===== src/rtl/rgss_pkg.sv =====
// shared types, constants and tables of the replay gain sample scaler
package rgss_pkg;

    localparam logic [31:0] UNITY_GAIN = 32'h0080_0000;
    localparam logic signed [15:0] GAIN_LIMIT = 16'sd12800;
    localparam logic [13:0] DB_STEP = 14'd5120;
    localparam int POW_DEPTH = 13;

    // 10^(2^b/5120) in Q3.29
    localparam logic [31:0] POW_TABLE [POW_DEPTH] = '{
        32'd537112410, 32'd537354016, 32'd537837555, 32'd538805939, 32'd540747941,
        32'd544652968, 32'd552547826, 32'd568682513, 32'd602379071, 32'd675880434,
        32'd850883054, 32'd1348558759, 32'd3387426450
    };

    // register indexes
    localparam logic [2:0] REG_TRACK   = 3'd0;
    localparam logic [2:0] REG_ALBUM   = 3'd1;
    localparam logic [2:0] REG_PREFER  = 3'd2;
    localparam logic [2:0] REG_PRESENT = 3'd3;
    localparam logic [2:0] REG_FORMAT  = 3'd4;

    typedef enum logic [1:0] {
        FMT_S16 = 2'd0,
        FMT_S32 = 2'd1,
        FMT_F32 = 2'd2,
        FMT_RAW = 2'd3
    } fmt_t;

    typedef struct packed {
        logic signed [15:0] track_gain_db;
        logic signed [15:0] album_gain_db;
        logic               prefer_album;
        logic               metadata_present;
    } gain_cfg_t;

    typedef enum logic [2:0] {
        GS_IDLE,
        GS_START,
        GS_MUL,
        GS_SCALE,
        GS_POS,
        GS_DIVINIT,
        GS_DIV
    } gain_state_t;

    // one pipeline stage worth of payload
    typedef struct packed {
        fmt_t               fmt;
        logic [31:0]        raw;
        logic               last;
        logic               neg;
        logic               spec;
        logic [31:0]        mag;
        logic [7:0]         e;
        logic [63:0]        p;
        logic [5:0]         h;
        logic [31:0]        res;
        logic signed [10:0] ex;
        logic [24:0]        mant;
        logic               rb;
        logic               st;
    } stage_t;

endpackage


===== src/rtl/rgss_gain.sv =====
// gain sequencer: picks the dB value and turns it into a linear Q9.23 factor
module rgss_gain (
    input  logic                  aclk,
    input  logic                  aresetn,
    input  logic                  start,
    input  rgss_pkg::gain_cfg_t   cfg,
    output logic                  busy,
    output logic [31:0]           linear_gain
);

    rgss_pkg::gain_state_t state_reg, state_next;
    logic [31:0] gain_reg, gain_next;
    logic [31:0] acc_reg, acc_next;
    logic [38:0] a_reg, a_next;
    logic [51:0] num_reg, num_next;
    logic [38:0] rem_reg, rem_next;
    logic [31:0] q_reg, q_next;
    logic [5:0]  cnt_reg, cnt_next;
    logic [3:0]  bit_reg, bit_next;
    logic [12:0] r_reg, r_next;
    logic [1:0]  k_reg, k_next;
    logic        neg_reg, neg_next;

    logic               ok_t, ok_a, use_g;
    logic signed [15:0] raw;
    logic [15:0]        m16;
    logic [13:0]        m14;
    logic [1:0]         k_sel;
    logic [13:0]        r_wide;
    logic [63:0]        prod;
    logic [64:0]        prod_rnd;
    logic [6:0]         mult;
    logic [39:0]        rem_sh;
    logic               qb;

    always_comb begin
        ok_t = (cfg.track_gain_db > -rgss_pkg::GAIN_LIMIT) &&
               (cfg.track_gain_db < rgss_pkg::GAIN_LIMIT);
        ok_a = (cfg.album_gain_db > -rgss_pkg::GAIN_LIMIT) &&
               (cfg.album_gain_db < rgss_pkg::GAIN_LIMIT);
        use_g = 1'b0;
        raw = cfg.track_gain_db;
        if (cfg.metadata_present) begin
            priority if (!cfg.prefer_album && ok_t) begin
                use_g = 1'b1;
                raw = cfg.track_gain_db;
            end else if (ok_a) begin
                use_g = 1'b1;
                raw = cfg.album_gain_db;
            end else if (cfg.prefer_album && ok_t) begin
                use_g = 1'b1;
                raw = cfg.track_gain_db;
            end
        end
        m16 = raw[15] ? 16'(-raw) : 16'(raw);
        m14 = m16[13:0];
        priority if (m14 >= 14'(2 * rgss_pkg::DB_STEP)) begin
            k_sel = 2'd2;
            r_wide = m14 - 14'(2 * rgss_pkg::DB_STEP);
        end else if (m14 >= rgss_pkg::DB_STEP) begin
            k_sel = 2'd1;
            r_wide = m14 - rgss_pkg::DB_STEP;
        end else begin
            k_sel = 2'd0;
            r_wide = m14;
        end
    end

    always_comb begin
        state_next = state_reg;
        gain_next = gain_reg;
        acc_next = acc_reg;
        a_next = a_reg;
        num_next = num_reg;
        rem_next = rem_reg;
        q_next = q_reg;
        cnt_next = cnt_reg;
        bit_next = bit_reg;
        r_next = r_reg;
        k_next = k_reg;
        neg_next = neg_reg;
        prod = 64'(acc_reg) * 64'(rgss_pkg::POW_TABLE[bit_reg]);
        prod_rnd = 65'(prod) + 65'(64'd1 << 28);
        unique case (k_reg)
            2'd0:    mult = 7'd1;
            2'd1:    mult = 7'd10;
            default: mult = 7'd100;
        endcase
        rem_sh = {rem_reg, num_reg[51]};
        qb = rem_sh >= {1'b0, a_reg};
        unique case (state_reg)
            rgss_pkg::GS_IDLE: begin
            end
            rgss_pkg::GS_START: begin
                if (!use_g) begin
                    gain_next = rgss_pkg::UNITY_GAIN;
                    state_next = rgss_pkg::GS_IDLE;
                end else begin
                    neg_next = raw[15];
                    k_next = k_sel;
                    r_next = r_wide[12:0];
                    acc_next = 32'h1000_0000;
                    bit_next = '0;
                    state_next = rgss_pkg::GS_MUL;
                end
            end
            rgss_pkg::GS_MUL: begin
                // one table factor per cycle for each set bit of the remainder
                if (r_reg[bit_reg]) begin
                    acc_next = prod_rnd[60:29];
                end
                if (bit_reg == 4'(rgss_pkg::POW_DEPTH - 1)) begin
                    state_next = rgss_pkg::GS_SCALE;
                end else begin
                    bit_next = bit_reg + 4'd1;
                end
            end
            rgss_pkg::GS_SCALE: begin
                a_next = 39'(acc_reg) * 39'(mult);
                state_next = neg_reg ? rgss_pkg::GS_DIVINIT : rgss_pkg::GS_POS;
            end
            rgss_pkg::GS_POS: begin
                gain_next = 32'((40'(a_reg) + 40'd16) >> 5);
                state_next = rgss_pkg::GS_IDLE;
            end
            rgss_pkg::GS_DIVINIT: begin
                num_next = (52'd1 << 51) + 52'(a_reg >> 1);
                rem_next = '0;
                q_next = '0;
                cnt_next = '0;
                state_next = rgss_pkg::GS_DIV;
            end
            rgss_pkg::GS_DIV: begin
                // restoring division, one quotient bit per cycle
                rem_next = qb ? 39'(rem_sh - {1'b0, a_reg}) : rem_sh[38:0];
                num_next = {num_reg[50:0], 1'b0};
                q_next = {q_reg[30:0], qb};
                cnt_next = cnt_reg + 6'd1;
                if (cnt_reg == 6'd51) begin
                    gain_next = {q_reg[30:0], qb};
                    state_next = rgss_pkg::GS_IDLE;
                end
            end
            default: state_next = rgss_pkg::GS_IDLE;
        endcase
        if (start) begin
            state_next = rgss_pkg::GS_START;
        end
    end

    always_ff @(posedge aclk) begin
        if (!aresetn) begin
            state_reg <= rgss_pkg::GS_IDLE;
            gain_reg <= rgss_pkg::UNITY_GAIN;
        end else begin
            state_reg <= state_next;
            gain_reg <= gain_next;
        end
    end

    always_ff @(posedge aclk) begin
        acc_reg <= acc_next;
        a_reg <= a_next;
        num_reg <= num_next;
        rem_reg <= rem_next;
        q_reg <= q_next;
        cnt_reg <= cnt_next;
        bit_reg <= bit_next;
        r_reg <= r_next;
        k_reg <= k_next;
        neg_reg <= neg_next;
    end

    assign busy = state_reg != rgss_pkg::GS_IDLE;
    assign linear_gain = gain_reg;

endmodule


===== config.mk =====
export PLATFORM = sky130hd
export DESIGN_NAME = rgss_gain
export DESIGN_NICKNAME = d
export VERILOG_FILES = /design/src/rtl/rgss_pkg.sv /design/src/rtl/rgss_gain.sv
export SDC_FILE = /design/constraint.sdc
export NUM_CORES = 2
export LEC_CHECK = 0
export BUFFER_PORTS_ARGS = -buffer_cell sky130_fd_sc_hd__buf_2
export CORE_MARGIN = 3
export CORE_UTILIZATION = 40
export CTS_CLUSTER_SIZE = 28
export DETAILED_ROUTE_END_ITERATION = 8
export HOLD_SLACK_MARGIN = 0.06
export SLEW_MARGIN = 20
export SYNTH_ARGS = -nofsm -noshare
export SYNTH_HDL_FRONTEND = slang
export SYNTH_SLANG_ARGS = --single-unit

===== constraint.sdc =====
create_clock -name aclk -period 11 [get_ports aclk]
set_clock_uncertainty 0.2 [all_clocks]
set_input_delay 1.1 -clock aclk [delete_from_list [all_inputs] [get_ports aclk]]
set_output_delay 1.1 -clock aclk [all_outputs]
set_load 0.02 [all_outputs]

==> metrics.md <==
| Metric | Value |
|---|---|
| Synth Register Bits | `around 250` |
| Status | `finished clean` |
| WL per Instance | `~19 um` |
| Drt first pass iters | `5` |
| Critical Path AT | `10640 ps` |
| R2r setup slk | `around 500 ps` |
| Clock transition at path regs | `roughly 70 ps` |
| H-tree Lvls | `1` |
| CTS resizes | `0` |
| Setup tns final | `0 ps` |
| Largest net degree at the start of global routing | `96` |
| Max cap viols | `0` |
| Via density | `5.16` |
| Period utilization | `95.5%` |
| Yosys top cell by area | `fa_1` |
| PortBufs | `a little under 70` |
| Hold path startpoint | `linear_gain[9]` |
| Cells after synthesis | `5604` |
| Largest cells by area after synthesis | `fa_1, edfxtp_1, ha_1` |
| Main synth FF type | `edfxtp_1` |
| Gr ovfl total | `0` |
| Initial Utilization | `between 40% and 50%` |
| Total wire length | `139 mm` |
| 1st-iter DRT viols | `around 2500` |
| Max reg flops | `52` |
| EDFF count, synth | `219` |
| Post-CTS setup buffers | `0` |
| # DRC | `0` |
| Yosys warns | `0` |
| Worst R2R Start | `bit_reg[1]` |
| Synth top cells by count | `inv_1, fa_1, nand2_1` |
| Final ANT Viol Nets | `0` |
| Fin crit period | `approximately 11000 ps` |
| CP Capture Type | `register` |
| Final Slew Violations | `0` |
| DP HPWL | `111 mm` |
| CTS Sinks | `around 250` |
| Endpoint, Worst Hold | `linear_gain[9]` |
| Hold path depth | `1` |
| Most common cell in the netlist | `inv_1` |
| Die Span Y | `approximately 370 um` |
| CTS root buffer | `clkbuf_16` |
| Die Area | `between 100000 and 150000 um2` |
| Layout cells sized above 1 | `about 5.3%` |
| Vias in the first global route | `40000` |
| Number of hold violations in the final report | `0` |
| Hold_buf cts | `0` |
| GRT Resource Usage Total | `21.0%` |
| Worst Path Required | `approximately 11000 ps` |
| Num ports | `70` |
| Reg2Reg Capture Point | `acc_reg[28]` |
| Mean post-synth cell area | `between 9 and 10 um2` |
| Max-slew headroom | `between 20% and 30%` |
| Rows | `131` |
| Synthesized cell area | `52000 um2` |
| Max Fclk | `0.0952 GHz` |
| Worst hold-check path type | `reg2reg` |
| Syn_nets | `7057` |
| CTS Buffer Depth | `3` |
| Via count | `between 30000 and 40000` |
| R2R depth | `32` |
| CP max-delay cell | `edfxtp_1` |
| Antenna violations before repair | `2` |
| Slowest stage delay, CP | `between 600 and 700 ps` |
| Synth-to-Final Area Change | `6.82%` |
| Final Setup Violations | `0` |
| First-pass GRT wire length | `226 mm` |
| Final Wtd Congestion | `approximately 0.9` |
| RSZ-0062 raised after global routing | `false` |
| Post-synth top area share | `around 38%` |
| Worst Path Buf+Inv | `8` |
| Worst path top cell family by delay | `adder cells` |
| Die Wd | `367 um` |
| Num CTS Buffers | `31` |
| Worst Path Max Fanout | `18` |
| Diode count | `0` |
| Seq/Total Area, Yosys | `between 10 and 15%` |
| Critical Path Most Common Cell | `fa_1` |
| Clock tree from TritonCTS | `yes` |
| WS Path Type | `reg2reg` |
| Insertion delay to the later sink of the worst-skew pair | `640 ps` |
| Async SR Flop Fraction | `0%` |
| Layout net count | `6980` |
| Slew @ Worst Pin | `approximately 1100 ps` |
| Setup crit start kind | `register` |
| Core Region | `128000 um2` |
| Synth unique cells | `85` |
-- worst max path at each step --
stage / from / end / slack, ps / cells after the start
floorplan: bit_reg[1] / acc_reg[23] / 2370 / 30
global placement: bit_reg[1] / acc_reg[28] / 210 / 31
detailed placement: bit_reg[1] / acc_reg[28] / 690 / 28
CTS: bit_reg[1] / acc_reg[28] / 650 / 28
global route: bit_reg[1] / acc_reg[28] / 0.3 / 32
finish: bit_reg[1] / acc_reg[28] / 500 / 32
-- cell families (layout without fill, tap and decap cells) --
group           Yosys count  after routing  share of synthesized area (%)
flops                   254            254                           14.0
simple gates           1719           1719                           16.9
buf+inv                1436           1384                           10.4
mux                      31             31                          0.657
fa+ha+maj              1416           1416                           48.2
compound gates          594            594                           7.28
xor+xnor                154            154                           2.59
-- placed cells by master, fill, tap and decap left out, types with 23 or more instances in the layout --
cell type	Yosys	routed
nand2_1	665	665
a21oi_1	189	189
inv_1	1147	1147
xor2_1	45	45
a31oi_1	25	23
buf_2	7	69
nor2_1	113	107
buf_4	0	104
nand2b_1	24	24
dfxtp_1	35	34
nor3_1	42	42
nor2b_1	55	53
nand3_1	59	59
nand4_1	31	31
and2_1	538	536
fa_1	980	980
edfxtp_1	219	219
clkbuf_16	0	33
mux2i_1	26	25
xnor2_1	109	109
ha_1	436	436
o21ai_0	119	112
a21o_1	65	65
and3_1	132	132
-- layout make-up --
type                       instances  area, um2
clock inverter                    15        178
timing repair buffer             178       1230
clock buffer                      43        927
sequential                       254       7280
tap                             1729       2160
multi-input combinational       3914      39500
fill                           12400      72800
inverter                        1148       4310
-- metrics by stage --
| stage | util, % | instances | area, um2 | hold slack [ps] | setup slack (ps) |
|---|---|---|---|---|---|
| after detailed placement | 42.4 | 7221 | 54400 | 287 | 689 |
| final | 43.3 | 7281 | 55500 | 296 | 496 |
| after global routing | 43.3 | 7281 | 55500 | 316 | 0.284 |
| after global placement | 42.4 | 7219 | 54400 | 280 | 211 |
| after floorplan | - | 5604 | 52000 | 277 | 2370 |
| after CTS | 43.2 | 7279 | 55500 | 300 | 652 |
-- per-layer routing --
layer / GRT usage (%) / share of wire (%) / up-vias
met5: 0 / 0 / -
met4: 5.44 / 2.9 / 0
met3: 2.78 / 6.0 / 190
met2: 34.3 / 46 / 1022
met1: 29.6 / 45 / 19200
li1: - / - / 17200
Power is not shown: default switching activity piles up to over one toggle a cycle in this logic, so the estimate is an artifact.
