===== src/rtl/rgss_pkg.sv =====
// shared types, constants and tables of the replay gain sample scaler
package rgss_pkg;

    localparam logic [31:0] UNITY_GAIN = 32'h0080_0000;
    localparam logic signed [15:0] GAIN_LIMIT = 16'sd12800;
    localparam logic [13:0] DB_STEP = 14'd5120;
    localparam int POW_DEPTH = 13;

    // 10^(2^b/5120) in Q3.29
    localparam logic [31:0] POW_TABLE [POW_DEPTH] = '{
        32'd537112410, 32'd537354016, 32'd537837555, 32'd538805939, 32'd540747941,
        32'd544652968, 32'd552547826, 32'd568682513, 32'd602379071, 32'd675880434,
        32'd850883054, 32'd1348558759, 32'd3387426450
    };

    // register indexes
    localparam logic [2:0] REG_TRACK   = 3'd0;
    localparam logic [2:0] REG_ALBUM   = 3'd1;
    localparam logic [2:0] REG_PREFER  = 3'd2;
    localparam logic [2:0] REG_PRESENT = 3'd3;
    localparam logic [2:0] REG_FORMAT  = 3'd4;

    typedef enum logic [1:0] {
        FMT_S16 = 2'd0,
        FMT_S32 = 2'd1,
        FMT_F32 = 2'd2,
        FMT_RAW = 2'd3
    } fmt_t;

    typedef struct packed {
        logic signed [15:0] track_gain_db;
        logic signed [15:0] album_gain_db;
        logic               prefer_album;
        logic               metadata_present;
    } gain_cfg_t;

    typedef enum logic [2:0] {
        GS_IDLE,
        GS_START,
        GS_MUL,
        GS_SCALE,
        GS_POS,
        GS_DIVINIT,
        GS_DIV
    } gain_state_t;

    // one pipeline stage worth of payload
    typedef struct packed {
        fmt_t               fmt;
        logic [31:0]        raw;
        logic               last;
        logic               neg;
        logic               spec;
        logic [31:0]        mag;
        logic [7:0]         e;
        logic [63:0]        p;
        logic [5:0]         h;
        logic [31:0]        res;
        logic signed [10:0] ex;
        logic [24:0]        mant;
        logic               rb;
        logic               st;
    } stage_t;

endpackage


===== src/rtl/rgss_pipe.sv =====
// five stage sample datapath: decode, multiply, normalize/clamp, shift, round and pack
module rgss_pipe (
    input  logic                aclk,
    input  logic                aresetn,
    input  logic                in_valid,
    output logic                in_ready,
    input  logic [31:0]         in_sample,
    input  logic                in_last,
    input  rgss_pkg::fmt_t      fmt,
    input  logic [31:0]         linear_gain,
    output logic                out_valid,
    input  logic                out_ready,
    output logic [31:0]         out_sample,
    output logic                out_last
);

    rgss_pkg::stage_t s1_reg, s2_reg, s3_reg, s4_reg, s5_reg;
    rgss_pkg::stage_t s1_next, s2_next, s3_next, s4_next, s5_next;
    logic v1_reg, v2_reg, v3_reg, v4_reg, v5_reg;
    logic rdy1, rdy2, rdy3, rdy4, rdy5;

    // a stage moves when it is empty or its successor moves
    assign rdy5 = !v5_reg || out_ready;
    assign rdy4 = !v4_reg || rdy5;
    assign rdy3 = !v3_reg || rdy4;
    assign rdy2 = !v2_reg || rdy3;
    assign rdy1 = !v1_reg || rdy2;
    assign in_ready = rdy1;

    // decode
    always_comb begin
        s1_next = '0;
        s1_next.fmt = fmt;
        s1_next.raw = in_sample;
        s1_next.last = in_last;
        s1_next.e = 8'd1;
        unique case (fmt)
            rgss_pkg::FMT_S16: begin
                s1_next.neg = in_sample[15];
                s1_next.mag = in_sample[15] ? 32'(17'h10000 - 17'(in_sample[15:0]))
                                            : 32'(in_sample[15:0]);
            end
            rgss_pkg::FMT_S32: begin
                s1_next.neg = in_sample[31];
                s1_next.mag = in_sample[31] ? -in_sample : in_sample;
            end
            rgss_pkg::FMT_F32: begin
                s1_next.neg = in_sample[31];
                s1_next.spec = (in_sample[30:23] == 8'hFF) || (in_sample[30:0] == '0);
                s1_next.mag = {8'd0, in_sample[30:23] != 8'd0, in_sample[22:0]};
                s1_next.e = (in_sample[30:23] == 8'd0) ? 8'd1 : in_sample[30:23];
            end
            default: begin
                s1_next.spec = 1'b1;
            end
        endcase
    end

    // multiply
    always_comb begin
        s2_next = s1_reg;
        s2_next.p = 64'(s1_reg.mag) * 64'(linear_gain);
    end

    // integer clamp, float leading one
    logic [40:0] q;
    logic [32:0] qc;
    always_comb begin
        s3_next = s2_reg;
        q = s2_reg.p[63:23];
        qc = '0;
        s3_next.h = '0;
        for (int i = 0; i < 56; i++) begin
            if (s2_reg.p[i]) begin
                s3_next.h = 6'(i);
            end
        end
        unique case (s2_reg.fmt)
            rgss_pkg::FMT_S16: begin
                if (s2_reg.neg) begin
                    qc = (q > 41'd32768) ? 33'd32768 : 33'(q);
                    s3_next.res = {16'd0, 16'(-qc)};
                end else begin
                    qc = (q > 41'd32767) ? 33'd32767 : 33'(q);
                    s3_next.res = {16'd0, qc[15:0]};
                end
            end
            rgss_pkg::FMT_S32: begin
                if (s2_reg.neg) begin
                    qc = (q > 41'h8000_0000) ? 33'h8000_0000 : 33'(q);
                    s3_next.res = 32'(-qc);
                end else begin
                    qc = (q > 41'h7FFF_FFFF) ? 33'h7FFF_FFFF : 33'(q);
                    s3_next.res = qc[31:0];
                end
            end
            default: begin
                s3_next.res = s2_reg.raw;
            end
        endcase
    end

    // float exponent and alignment shift with round and sticky bits
    logic signed [10:0] ex0;
    logic signed [10:0] sh;
    logic [5:0]         amt;
    logic [63:0]        pshift;
    always_comb begin
        s4_next = s3_reg;
        ex0 = $signed({3'd0, s3_reg.e}) + $signed({5'd0, s3_reg.h}) - 11'sd46;
        if (ex0 < 11'sd1) begin
            sh = 11'sd24 - $signed({3'd0, s3_reg.e});
            s4_next.ex = 11'sd1;
        end else begin
            sh = $signed({5'd0, s3_reg.h}) - 11'sd23;
            s4_next.ex = ex0;
        end
        s4_next.rb = 1'b0;
        s4_next.st = 1'b0;
        if (sh <= 11'sd0) begin
            amt = 6'(-sh);
            pshift = s3_reg.p << amt;
            s4_next.mant = pshift[24:0];
        end else begin
            amt = 6'(sh);
            pshift = s3_reg.p >> amt;
            s4_next.mant = pshift[24:0];
            s4_next.rb = s3_reg.p[amt - 6'd1];
            s4_next.st = (s3_reg.p & ((64'd1 << (amt - 6'd1)) - 64'd1)) != '0;
        end
    end

    // round to nearest even and pack
    logic               inc;
    logic [24:0]        m2;
    logic signed [10:0] ex2;
    always_comb begin
        s5_next = s4_reg;
        inc = s4_reg.rb && (s4_reg.st || s4_reg.mant[0]);
        m2 = s4_reg.mant + 25'(inc);
        ex2 = s4_reg.ex;
        if (m2[24]) begin
            m2 = m2 >> 1;
            ex2 = ex2 + 11'sd1;
        end
        if (s4_reg.fmt == rgss_pkg::FMT_F32 && !s4_reg.spec) begin
            priority if (ex2 >= 11'sd255) begin
                s5_next.res = {s4_reg.neg, 31'h7F80_0000};
            end else if (m2 < 25'h80_0000) begin
                s5_next.res = {s4_reg.neg, 8'd0, m2[22:0]};
            end else begin
                s5_next.res = {s4_reg.neg, ex2[7:0], m2[22:0]};
            end
        end
    end

    always_ff @(posedge aclk) begin
        if (!aresetn) begin
            v1_reg <= 1'b0;
            v2_reg <= 1'b0;
            v3_reg <= 1'b0;
            v4_reg <= 1'b0;
            v5_reg <= 1'b0;
        end else begin
            if (rdy1) v1_reg <= in_valid;
            if (rdy2) v2_reg <= v1_reg;
            if (rdy3) v3_reg <= v2_reg;
            if (rdy4) v4_reg <= v3_reg;
            if (rdy5) v5_reg <= v4_reg;
        end
    end

    always_ff @(posedge aclk) begin
        if (rdy1 && in_valid) s1_reg <= s1_next;
        if (rdy2 && v1_reg) s2_reg <= s2_next;
        if (rdy3 && v2_reg) s3_reg <= s3_next;
        if (rdy4 && v3_reg) s4_reg <= s4_next;
        if (rdy5 && v4_reg) s5_reg <= s5_next;
    end

    assign out_valid = v5_reg;
    assign out_sample = s5_reg.res;
    assign out_last = s5_reg.last;

endmodule


===== config.mk =====
export PLATFORM = sky130hd
export DESIGN_NAME = rgss_pipe
export DESIGN_NICKNAME = d
export VERILOG_FILES = /design/src/rtl/rgss_pkg.sv /design/src/rtl/rgss_pipe.sv
export SDC_FILE = /design/constraint.sdc
export NUM_CORES = 2
export LEC_CHECK = 0
export ABC_CLOCK_PERIOD_IN_PS = 10950
export BUFFER_PORTS_ARGS = -buffer_cell sky130_fd_sc_hd__buf_4
export CORE_MARGIN = 5
export CORE_UTILIZATION = 25
export DETAILED_ROUTE_END_ITERATION = 16
export GPL_TIMING_DRIVEN = 0
export PLACE_DENSITY = 0.35
export SLEW_MARGIN = 5
export SYNTH_ARGS = -nofsm -noshare
export SYNTH_HDL_FRONTEND = slang
export SYNTH_SLANG_ARGS = --single-unit
export TNS_END_PERCENT = 1

===== constraint.sdc =====
create_clock -name aclk -period 10.95 [get_ports aclk]
set_clock_uncertainty 0.15 [all_clocks]
set_input_delay 0 -clock aclk [delete_from_list [all_inputs] [get_ports aclk]]
set_output_delay 0 -clock aclk [all_outputs]
set_load 0.03 [all_outputs]

==> summary.txt <==
Global route
  – Total gr overflow: 0
  – Vias in the first global route: 49,800
  – Gr usage total: 21.9%
  – Largest net degree at the start of global routing: 33
  – Initial antenna violation count: 20
  – First-pass GRT wire length: 382,000 um

Final layout
  – Register area: about 12,000 sq um
  – Fin cells: 9,724
  – P&R area growth vs syn: 12.7%
  – Layout cells sized above 1: 4.90%
  – Fill count: 24,900
  – Max FFs per register: about 120
  – Fin nets: 7,903
  – Multi-input gate area: 40,600 sq um

Route
  – Post-route ant nets: 0
  – DR vias/cell: slightly below 5
  – Via Count: 47,400
  – 1st-iter DRT viols: roughly 3,500
  – DRC: 0
  – Wirelength per Cell: 27.8 um
  – DRT Pass-1 Iters: 5
  – Total Wirelength: 270,000 um

Die
  – Initial Util: 25.1%
  – Die area: 242,000 sq um
  – Die width: 492 um
  – CORE AREA: 232,000 sq um
  – Die Height: a little under 500 um
  – Io pins: between 100 and 150
  – Number of core rows: approximately 180

Yosys
  – Synth Area in Adders: 37.3%
  – Synth cell types: between 100 and 150
  – Cell area after synthesis: 58,100 sq um
  – Asr flop ratio synth: 0%
  – Synth Area in Simple Gates: 16.7%
  – Largest family of logic cells by synthesized area: adder cells
  – Post-synth top area share: 30.9%
  – YS warnings: 0
  – Sequential-to-total area share from yosys stat: 21.3%
  – Post-Syn Instances: 6,400
  – Compound-Gate Fraction of Synth Area: 9.51%
  – EDFF count, synth: 408
  – Synth cell count leaders: nand2_1 (1,274), inv_1 (1,037), fa_1 (897)
  – Top_reg_cell synth: edfxtp_1
  – #FFs+latches synth: roughly 410
  – Synth top area cells: fa_1 (31%), edfxtp_1 (21%), nand2_1 (8.2%)
  – Mean Syn Cell Area: roughly 9.1 sq um
  – Mux contribution to synthesized area: 3.98%
  – Xor and xnor area share after synthesis: 2.09%
  – Count leader, synth: nand2_1
  – Largest area contributor in the netlist: fa_1
  – Syn Nets: around 7,700

STA
  – Final slew viol count: 0
  – RSZ-0062 raised after global routing: false
  – Final TNS setup: 0 ps
  – Worst-Margin Slew: about 1400 ps
  – Final Setup Violations: 0
  – Final Critical Period: 10,760 ps
  – Period utilisation layout: 98.2%
  – Final Hold Slack: 51.6 ps
  – Endpoints failing hold: 0
  – Slew Limit Headroom: 8.55%
  – Peak Freq: 0.0930 GHz

Worst setup path
  – Slowest cell on the critical path: nor2_1
  – Crit Path Class: register to register
  – CP endpoint kind: register
  – Critical Path RT: approximately 11,000 ps
  – Arrival @ worst endpoint: 10,890 ps
  – CP Max Fanout: 23
  – Worst setup SP type: register
  – Max incr delay on CP: 1040 ps
  – Top cell by count, worst path: ha_1

Min path
  – Worst hold path class: input port to register

Placed design
  – Post-DP HPWL: between 200,000 and 250,000 um
  – Placed cells: 9,564
  – Placer Congestion: 0.948
  – PortBufs: 105

Clock tree
  – Htree depth: 2
  – Clock latency on the worst-skew pair: 620 ps
  – Clk sinks: ~410
  – Clock root buffer: clkbuf_16
  – TritonCTS clock tree: done
  – Max Buffers Root-to-Sink: 3
  – CTS Buf Count: 48
  – Reg clk slew, reported paths: 70 ps

Job
  – Max-Cap Viols: 0

Run status
  – Status: completed
-- metal layers --
metal | share of wire (%) | routed length (um) | vias to the layer above | global-route usage (%)
li1 | - | - | 21100 | -
met1 | 44 | 118000 | 24500 | 29.1
met2 | 47 | 126000 | 1480 | 36.5
met3 | 4.5 | 12200 | 370 | 2.14
met4 | 5.1 | 13800 | 0 | 9.06
met5 | 0 | 0 | - | 0
-- worst max-delay path: cells and delay by family (launching register included) --
family,cells,cell delay [ps]
DFF,1,450
AOI/OAI and AO/OA,6,1970
adders and majority gates,4,1490
buffers and inverters,5,1550
and+or+nand+nor,12,4760
-- layout by cell type, fill, tap and decap left out, types with 14 or more instances in the layout --
cell type,Yosys,layout
a21oi_1,210,210
o31ai_1,47,46
and2_1,238,238
xnor2_1,83,83
nor4_1,24,23
o21ai_0,203,203
buf_1,25,21
a211oi_1,33,33
a31oi_1,35,33
buf_4,0,108
dlygate4sd3_1,0,68
nor3_1,71,70
clkbuf_1,338,304
edfxtp_1,408,408
nand2b_1,24,24
ha_1,297,297
nand3_1,92,92
o21bai_1,14,14
clkbuf_16,0,48
nand4_1,34,34
nor2_1,276,272
mux2i_1,203,202
nor2b_1,23,21
fa_1,897,897
a221oi_1,14,14
or3_1,30,30
a21o_1,44,44
nand2_1,1274,1273
clkbuf_2,1,40
or2_2,15,15
o211ai_1,34,34
o21a_1,15,15
inv_1,1037,1037
xor2_1,50,50
o22ai_1,28,28
and3_1,36,36
-- per-stage QoR --
step / cell area (sq um) / utilization [%] / setup WS, ps
final: 65500 / 28.2 / 192
after floorplan: 58100 / - / 1250
after CTS: 65400 / 28.2 / 21.8
after global placement: 62700 / 27.0 / -2980
after detailed placement: 63100 / 27.2 / -1940
after global routing: 65400 / 28.2 / 8.72
-- what timing repair did --
action,4_1_cts,5_1_grt
buffers inserted,1,2
endpoints found under the setup margin,5,7
endpoints found under the hold margin,149,0
resized for setup,23,85
hold buffers,68,0
pin swaps,1,1
-- kinds of logic after synthesis --
family | Yosys count
fa+ha+maj | 1194
mux | 218
compound gates | 845
flops | 413
other cells | 1
simple gates | 2185
buf+inv | 1408
xor+xnor | 136
-- layout make-up --
type,count,area share [%]
clock inverter,32,0.476
inverter,1038,5.96
clock buffer,55,1.88
tap,3043,5.82
antenna,6,0.0229
sequential,413,18.9
multi-input combinational,4579,62.0
timing repair buffer,192,2.78
buffer,366,2.21
-- path summary, 6_finish.rpt --
| path | start | end | slack (ps) | depth (start not counted) |
|---|---|---|---|---|
| worst max-delay path | s3_reg[141] | s4_reg[0] | 190 | 27 |
| worst min-delay path | in_sample[6] | s1_reg[189] | 50 | 2 |
| worst max register to register | s3_reg[141] | s4_reg[0] | 190 | 27 |
| worst min register to register | s3_reg[42] | s4_reg[42] | 250 | 0 |
Power is not shown: default switching activity piles up to over one toggle a cycle in this logic, so the estimate is an artifact.
